<file path="src/lfm_pkg.sv">
package lfm_pkg;

	// sample width of every loop reading
	localparam int unsigned SAMPLE_BITS = 12;
	localparam int unsigned LIMIT_BITS  = 12;
	localparam int unsigned NUM_LOOPS   = 4;
	localparam int unsigned NUM_REFS    = 2;

	// configuration register indexes
	localparam logic [1:0] REG_OPEN_LIMIT  = 2'd0;
	localparam logic [1:0] REG_SHORT_LIMIT = 2'd1;
	localparam logic [1:0] REG_ALARM_LIMIT = 2'd2;

	// configuration reset values
	localparam logic [LIMIT_BITS-1:0] OPEN_LIMIT_RST  = LIMIT_BITS'(500);
	localparam logic [LIMIT_BITS-1:0] SHORT_LIMIT_RST = LIMIT_BITS'(2850);
	localparam logic [LIMIT_BITS-1:0] ALARM_LIMIT_RST = LIMIT_BITS'(2600);

	// action codes of an input beat
	localparam logic [2:0] ACT_POLARITY    = 3'd0;
	localparam logic [2:0] ACT_CHECK       = 3'd1;
	localparam logic [2:0] ACT_BLINK       = 3'd2;
	localparam logic [2:0] ACT_BUZZ_TOGGLE = 3'd3;
	localparam logic [2:0] ACT_BUZZ_STOP   = 3'd4;

	typedef struct packed {
		logic [2:0]             action;
		logic [SAMPLE_BITS-1:0] sample_zero;
		logic [SAMPLE_BITS-1:0] sample_one;
		logic [SAMPLE_BITS-1:0] sample_two;
		logic [SAMPLE_BITS-1:0] sample_three;
		logic [SAMPLE_BITS-1:0] sample_four;
		logic [SAMPLE_BITS-1:0] sample_five;
		logic [NUM_LOOPS-1:0]   loop_disabled;
		logic                   polarity_pin;
	} lfm_item_t;

	typedef struct packed {
		logic                 alarm_out;
		logic [NUM_LOOPS-1:0] short_leds;
		logic [NUM_LOOPS-1:0] open_leds;
		logic [NUM_REFS-1:0]  reference_leds;
		logic                 buzzer_on;
		logic                 alarm_latched;
	} lfm_result_t;

	typedef struct packed {
		logic [LIMIT_BITS-1:0] open_limit;
		logic [LIMIT_BITS-1:0] short_limit;
		logic [LIMIT_BITS-1:0] alarm_limit;
	} lfm_cfg_t;

	typedef struct packed {
		logic                 alarm_flag;
		logic                 alarm_pin_level;
		logic                 buzzer_running;
		logic                 buzzer_start_next;
		logic [NUM_LOOPS-1:0] short_led_bits;
		logic [NUM_LOOPS-1:0] open_led_bits;
		logic [NUM_REFS-1:0]  reference_led_bits;
		logic [NUM_REFS-1:0]  open_blink_flags;
	} lfm_state_t;

endpackage

</file>
<file path="src/lfm_eval.sv">
module lfm_eval (
	input  lfm_pkg::lfm_item_t  item,
	input  lfm_pkg::lfm_cfg_t   cfg,
	input  lfm_pkg::lfm_state_t state,
	output lfm_pkg::lfm_state_t state_next
);
	import lfm_pkg::*;

	logic [SAMPLE_BITS-1:0] smp [NUM_LOOPS+NUM_REFS];
	logic [NUM_LOOPS+NUM_REFS-1:0] hi;
	logic [NUM_LOOPS+NUM_REFS-1:0] lo;
	logic [NUM_LOOPS-1:0] in_alarm_win;
	logic [NUM_REFS-1:0]  in_ref_win;

	// gather samples into an indexable row
	assign smp[0] = item.sample_zero;
	assign smp[1] = item.sample_one;
	assign smp[2] = item.sample_two;
	assign smp[3] = item.sample_three;
	assign smp[4] = item.sample_four;
	assign smp[5] = item.sample_five;

	// window and limit compares, one set per loop
	always_comb begin
		for (int i = 0; i < NUM_LOOPS + NUM_REFS; i++) begin
			hi[i] = smp[i] > cfg.short_limit;
			lo[i] = smp[i] < cfg.open_limit;
		end
		for (int i = 0; i < NUM_LOOPS; i++) begin
			in_alarm_win[i] = (smp[i] > cfg.open_limit) && (smp[i] < cfg.alarm_limit);
		end
		for (int i = 0; i < NUM_REFS; i++) begin
			in_ref_win[i] = (smp[NUM_LOOPS+i] > cfg.alarm_limit)
				&& (smp[NUM_LOOPS+i] < cfg.short_limit);
		end
	end

	// next state for the current action
	always_comb begin
		state_next = state;
		unique case (item.action)
			ACT_POLARITY: begin
				state_next.alarm_pin_level = state.alarm_flag ^ item.polarity_pin;
			end
			ACT_CHECK: begin
				if (in_ref_win == '0 && in_alarm_win != '0) begin
					state_next.alarm_flag = 1'b1;
				end
			end
			ACT_BLINK: begin
				if (state.alarm_flag) begin
					state_next.buzzer_running    = state.buzzer_start_next;
					state_next.buzzer_start_next = ~state.buzzer_start_next;
					// fault leds of loops 0 to 3
					for (int i = 0; i < NUM_LOOPS; i++) begin
						if (hi[i] || lo[i]) begin
							if (!item.loop_disabled[i]) begin
								state_next.short_led_bits[i] = state.short_led_bits[i] ^ hi[i];
								state_next.open_led_bits[i]  = state.open_led_bits[i] ^ lo[i];
							end else begin
								state_next.short_led_bits[i] = 1'b0;
								state_next.open_led_bits[i]  = 1'b0;
							end
						end
					end
					// reference indicators: an open blinks, a short holds on
					for (int i = 0; i < NUM_REFS; i++) begin
						if (lo[NUM_LOOPS+i]) begin
							state_next.open_blink_flags[i]   = ~state.open_blink_flags[i];
							state_next.reference_led_bits[i] = ~state.open_blink_flags[i];
						end else if (hi[NUM_LOOPS+i]) begin
							state_next.reference_led_bits[i] = 1'b1;
						end
					end
				end
			end
			ACT_BUZZ_TOGGLE: begin
				state_next.buzzer_running    = state.buzzer_start_next;
				state_next.buzzer_start_next = ~state.buzzer_start_next;
			end
			ACT_BUZZ_STOP: begin
				state_next.buzzer_running = 1'b0;
			end
			default: begin
				state_next = state;
			end
		endcase
	end

endmodule

</file>
<file path="src/loop_fault_monitor.sv">
// loop_fault_monitor: alarm and indicator control for four sensor loops and
// two reference loops.
// item channel (item_valid/item_ready/item): one beat is one tick carrying an
// action code and a fresh set of six samples. result channel
// (result_valid/result_ready/result): one beat per item, showing the alarm
// pin, led levels, buzzer and sticky alarm flag after that tick.
// cfg_we/cfg_index/cfg_data write the open, short and alarm limits; write
// them only while no item is in flight.
// an accepted item is registered in the input stage, evaluated from there and
// its result is written to the output register when that is empty or drained.
// throughput: one item per cycle while result_ready is high, set by the single
// compare-and-update pass from the input to the state/output registers.
// the input register keeps taking beats while the output beat waits, as long
// as the output register frees up in the same cycle; when the receiver stalls
// both stages fill and item_ready drops until result_ready returns.
// reset clears all state, the alarm flag included, loads the default limits
// and empties both stages.
module loop_fault_monitor (
	input  logic                clk,
	input  logic                arst_n,
	input  logic                item_valid,
	output logic                item_ready,
	input  lfm_pkg::lfm_item_t  item,
	output logic                result_valid,
	input  logic                result_ready,
	output lfm_pkg::lfm_result_t result,
	input  logic                cfg_we,
	input  logic [1:0]          cfg_index,
	input  logic [lfm_pkg::LIMIT_BITS-1:0] cfg_data
);
	import lfm_pkg::*;

	lfm_cfg_t    cfg_q;
	lfm_state_t  state_q;
	lfm_state_t  state_next;
	lfm_item_t   item_s1;
	logic        valid_s1;
	lfm_result_t result_s2;
	logic        valid_s2;
	logic        advance;

	// s1 moves on when the output register is empty or being drained
	assign advance    = valid_s1 && (!valid_s2 || result_ready);
	assign item_ready = !valid_s1 || advance;

	// limit registers
	always_ff @(posedge clk or negedge arst_n) begin
		if (!arst_n) begin
			cfg_q.open_limit  <= OPEN_LIMIT_RST;
			cfg_q.short_limit <= SHORT_LIMIT_RST;
			cfg_q.alarm_limit <= ALARM_LIMIT_RST;
		end else if (cfg_we) begin
			unique case (cfg_index)
				REG_OPEN_LIMIT:  cfg_q.open_limit  <= cfg_data;
				REG_SHORT_LIMIT: cfg_q.short_limit <= cfg_data;
				REG_ALARM_LIMIT: cfg_q.alarm_limit <= cfg_data;
				default: ;
			endcase
		end
	end

	// input stage
	always_ff @(posedge clk or negedge arst_n) begin
		if (!arst_n) begin
			valid_s1 <= 1'b0;
		end else if (item_ready) begin
			valid_s1 <= item_valid;
		end
	end

	always_ff @(posedge clk) begin
		if (item_ready && item_valid) begin
			item_s1 <= item;
		end
	end

	lfm_eval u_eval (
		.item       (item_s1),
		.cfg        (cfg_q),
		.state      (state_q),
		.state_next (state_next)
	);

	// monitor state, updated once per item
	always_ff @(posedge clk or negedge arst_n) begin
		if (!arst_n) begin
			state_q <= '0;
		end else if (advance) begin
			state_q <= state_next;
		end
	end

	// output stage
	always_ff @(posedge clk or negedge arst_n) begin
		if (!arst_n) begin
			valid_s2 <= 1'b0;
		end else if (advance) begin
			valid_s2 <= 1'b1;
		end else if (result_ready) begin
			valid_s2 <= 1'b0;
		end
	end

	always_ff @(posedge clk) begin
		if (advance) begin
			result_s2.alarm_out      <= state_next.alarm_pin_level;
			result_s2.short_leds     <= state_next.short_led_bits;
			result_s2.open_leds      <= state_next.open_led_bits;
			result_s2.reference_leds <= state_next.reference_led_bits;
			result_s2.buzzer_on      <= state_next.buzzer_running;
			result_s2.alarm_latched  <= state_next.alarm_flag;
		end
	end

	assign result_valid = valid_s2;
	assign result       = result_s2;

	// alarm flag is sticky until reset
	a_alarm_sticky: assert property (@(posedge clk) disable iff (!arst_n)
		state_q.alarm_flag |=> state_q.alarm_flag)
		else $error("alarm flag cleared without reset");

	// buzzer cannot be running with a pending start
	a_buzzer_phase: assert property (@(posedge clk) disable iff (!arst_n)
		!(state_q.buzzer_running && state_q.buzzer_start_next))
		else $error("buzzer running with start pending");

	// state only moves when an item passes into the output register
	a_state_hold: assert property (@(posedge clk) disable iff (!arst_n)
		!advance |=> $stable(state_q))
		else $error("state changed without an item");

	// a waiting result always matches the current state
	a_result_state: assert property (@(posedge clk) disable iff (!arst_n)
		valid_s2 |-> (result_s2.alarm_latched == state_q.alarm_flag
			&& result_s2.buzzer_on == state_q.buzzer_running
			&& result_s2.short_leds == state_q.short_led_bits
			&& result_s2.open_leds == state_q.open_led_bits))
		else $error("result beat out of step with state");

	// a stalled input stage keeps its item
	a_s1_hold: assert property (@(posedge clk) disable iff (!arst_n)
		valid_s1 && !advance |=> valid_s1)
		else $error("input stage dropped an item");

endmodule
</file>
<file path="config.mk">
export PLATFORM = sky130hd
export DESIGN_NAME = loop_fault_monitor
export DESIGN_NICKNAME = d
export VERILOG_FILES = /design/src/lfm_pkg.sv /design/src/lfm_eval.sv /design/src/loop_fault_monitor.sv
export SDC_FILE = /design/constraint.sdc
export NUM_CORES = 1
export LEC_CHECK = 0
export ABC_AREA = 1
export BUFFER_PORTS_ARGS = -buffer_cell sky130_fd_sc_hd__buf_2
export CORE_ASPECT_RATIO = 0.5
export CORE_UTILIZATION = 40
export DETAILED_ROUTE_END_ITERATION = 10
export PLACE_DENSITY = 0.64
export SLEW_MARGIN = 20
export SYNTH_ARGS = -nofsm -noshare
export SYNTH_HDL_FRONTEND = slang
export SYNTH_HIERARCHICAL = 1
export SYNTH_SLANG_ARGS = --single-unit
export TNS_END_PERCENT = 20
</file>
<file path="constraint.sdc">
create_clock -name clk -period 3.5 [get_ports clk]
set_clock_uncertainty 0.1 [all_clocks]
set_input_delay 0.7 -clock clk [delete_from_list [all_inputs] [get_ports clk]]
set_output_delay 0.7 -clock clk [all_outputs]
set_load 0.005 [all_outputs]
</file>
==> impl_metrics.yaml <==
outcome:
  status: "completed"
synthesis:
  yosysUniqueCellTypes: 30
  synthTopCellsByCount: "351 x nand2_1, 210 x ha_1, 136 x inv_1"
  yosysMostFrequentCell: "nand2_1"
  yosys-top-cells-area: "edfxtp_1 27%, ha_1 25%, nand2_1 13%"
  synth.net_count: 1494
  ys_async_sr_fraction_pct: 36.7
  syn-cell-area_mm2: 0.0104
  ys.flop_type: "edfxtp_1"
  yosysTopAreaCell: "edfxtp_1"
  synth_top_cell_area_share_pct: 26.8
  syn-instance-count: 1185
  synth_seq_cells: 147
  synth-seq-area-share_pct: 40.0
  synth.avg_cell_area_um2: 8.78
  ys_warn_count: 6
  synth_edf_count: 93
pwr:
  vdd_drop_max_uv: 343
  leakagePower_uw: 0.00604
  p_per_area_mw_per_mm2: 521
drt:
  wl_um: 30700
  vias_per_cell: 5.25
  wire_per_inst_um: 18.5
  drt-initial-drc-count: 844
  vias: 8721
  first_pass_iters: 5
  antenna_left: 0
  drc: 0
clock_network:
  cts_buffer_depth: 2
  cts_setup_buffers: 0
  tritoncts: "done"
  cts_buffers: 17
  clk_latency_ns: 0.45
  cts_resized: 0
  clkSlewWorstSetupHoldPaths_ns: 0.06
  cts_root_buf: "clkbuf_16"
  cts.sinks: 147
  htreeDepth: 4
  hold_buffers: 0
global_route:
  grt_use_total_pct: 23.5
  grt_pass1_wl_um: 46700
  grt_pass1_vias: 8303
  grt_max_degree: 45
  antenna_found_initial: 0
  gr-total-overflow: 0
worst_hold_path:
  min_path_type: "input port to async pin"
timing:
  max-slew-margin-rel_pct: 52.3
  hold_violations: 0
  finalMaxSlewViolations: 0
  setup_viol: 0
  rsz0062_at_grt: "false"
  clock.fmax_ghz: 0.377
  setup_tns_ns: 0
  max_slew.worst_pin.slew_ns: 0.716
  min_period_ns: 2.65
  hold_slack_ns: 0.202
  finalCritPeriodShare_pct: 75.7
critical_path:
  max_stage_delay_ns: 0.53
  cp-startpoint: "cfg_q[23]"
  cp_num_buf_inv: 1
  worst_path_max_delay_cell: "dfstp_2"
  worstPathRequired_ns: 3.78
  r2r-end: "state_q[11]"
  cp.depth: 10
  r2r_setup_slack_ns: 0.85
  cp-end-kind: "flip-flop"
  worstPathArrival_ns: 2.93
  crit_family: "simple AND/OR/NAND/NOR gates"
  crit_type: "flip-flop to flip-flop"
  ff2ff_path_depth: 10
  startpoint_type: "flip-flop"
  cp_cell_sequence: "inv_1 -> ha_1 -> nand4_1 -> nor3_1 -> nand4_1 -> nand2_1 -> a21oi_1 -> nor2_1 -> nand3_1 -> nand2_1"
  r2r_start: "cfg_q[23]"
  cp_max_fo: 6
  endpoint: "state_q[11]"
final_layout:
  utilization_pct: 47.1
  drive_gt1_share_pct: 12.8
  area_growth_pct: 14.9
  final_area_mm2: 0.0120
  nets: 1614
  n_antenna_cell: 0
floorplan:
  fp.dieArea_mm2: 0.0267
  io_pins: 114
  die_x_um: 230
  initial_utilization_pct: 41.0
  placementRows: 41
  core_area_mm2: 0.0254
  die_h_um: 116
placement:
  dpl-instance-area_mm2: 0.0114
  hpwl_um: 23800
  place_congestion: 0.911
  port_buffers: 113
flow_run:
  maxCapViolations: 0
## routing by layer
metal  up-vias  global-route usage (%)  routed length [um]  share of wire (%)
met5         -                       0                   0                  0
met4         0                    6.98                 678                2.2
met3        48                    5.86                2230                7.3
met2       302                    36.6               13000                 42
met1      4088                    32.3               14800                 48
li1       4283                       -                   -                  -
## registers in the layout, indices dropped and copies added, names as in the netlist
| name | cells |
|---|---|
| state_q | 16 |
| cfg_q | 36 |
| item_s1 | 80 |
| result_valid | 1 |
| valid_s1 | 1 |
| result | 13 |
## metrics by stage
stage | setup WS [ns] | total power [uW] | instances
floorplan | 0.472 | 3660 | 1185
global placement | 0.967 | 4260 | 1630
detailed placement | 0.932 | 4350 | 1630
CTS | 0.922 | 6220 | 1662
global route | 0.652 | 6630 | 1662
finish | 0.850 | 6230 | 1662
## worst min-delay path by stage
stage                  end      start  depth (start not counted)
4_1_cts         state_q[6]     arst_n                          1
6_report       state_q[13]     arst_n                          1
2_1_floorplan     cfg_q[0]     arst_n                          0
3_5_place_dp     cfg_q[26]  cfg_q[26]                          2
5_1_grt         state_q[6]     arst_n                          1
3_3_place_gp      cfg_q[5]   cfg_q[5]                          2
## worst reg2reg max path, stage by stage (launching register included)
cell and delay [ns]:
dfstp_2 0.53, inv_1 0.21, ha_1 0.41, nand4_1 0.14
nor3_1 0.25, nand4_1 0.35, nand2_1 0.17, a21oi_1 0.09
nor2_1 0.17, nand3_1 0.09, nand2_1 0.09
## cell type report
class / instances / area, um2
clock inverters: 7 / 58.8
clock buffers: 25 / 539
well taps: 344 / 430
repair buffers: 118 / 616
multi-input cells: 883 / 5630
flip-flops and latches: 147 / 4160
inverters: 138 / 519
fillers: 2397 / 13400
## power by group
group          switching (uW)  total [uW]  internal (uW)
logic                    1270        2000            731
clock network             781        1860           1080
registers                 203        2370           2170
total                    2250        6230           3980
## logic make-up after synthesis
| family | synth area share, % |
|---|---|
| AO/OA/AOI/OAI | 6.32 |
| flip-flops | 40.0 |
| adder cells (fa/ha/maj) | 25.2 |
| buffers and inverters | 5.91 |
| AND/OR/NAND/NOR | 22.0 |
| XOR/XNOR | 0.505 |
## cells in the final DEF, fill, tap and decap left out, types with 3 or more instances in the layout
cell         n
buf_2      113
and2_1       3
a21oi_1     83
buf_4        4
nand2_1    351
nand3_1     62
nor3_1       9
clkbuf_1     3
clkinv_4     3
ha_1       210
o21ai_0     20
nor2_1      65
edfxtp_1    93
clkbuf_16   20
xnor2_1      3
a21o_1       9
xor2_1       3
nand4_1     47
dfrtp_1     39
o211ai_1     3
dfstp_2     15
inv_1      135
Note: power is estimated with default switching activity, not from simulation.
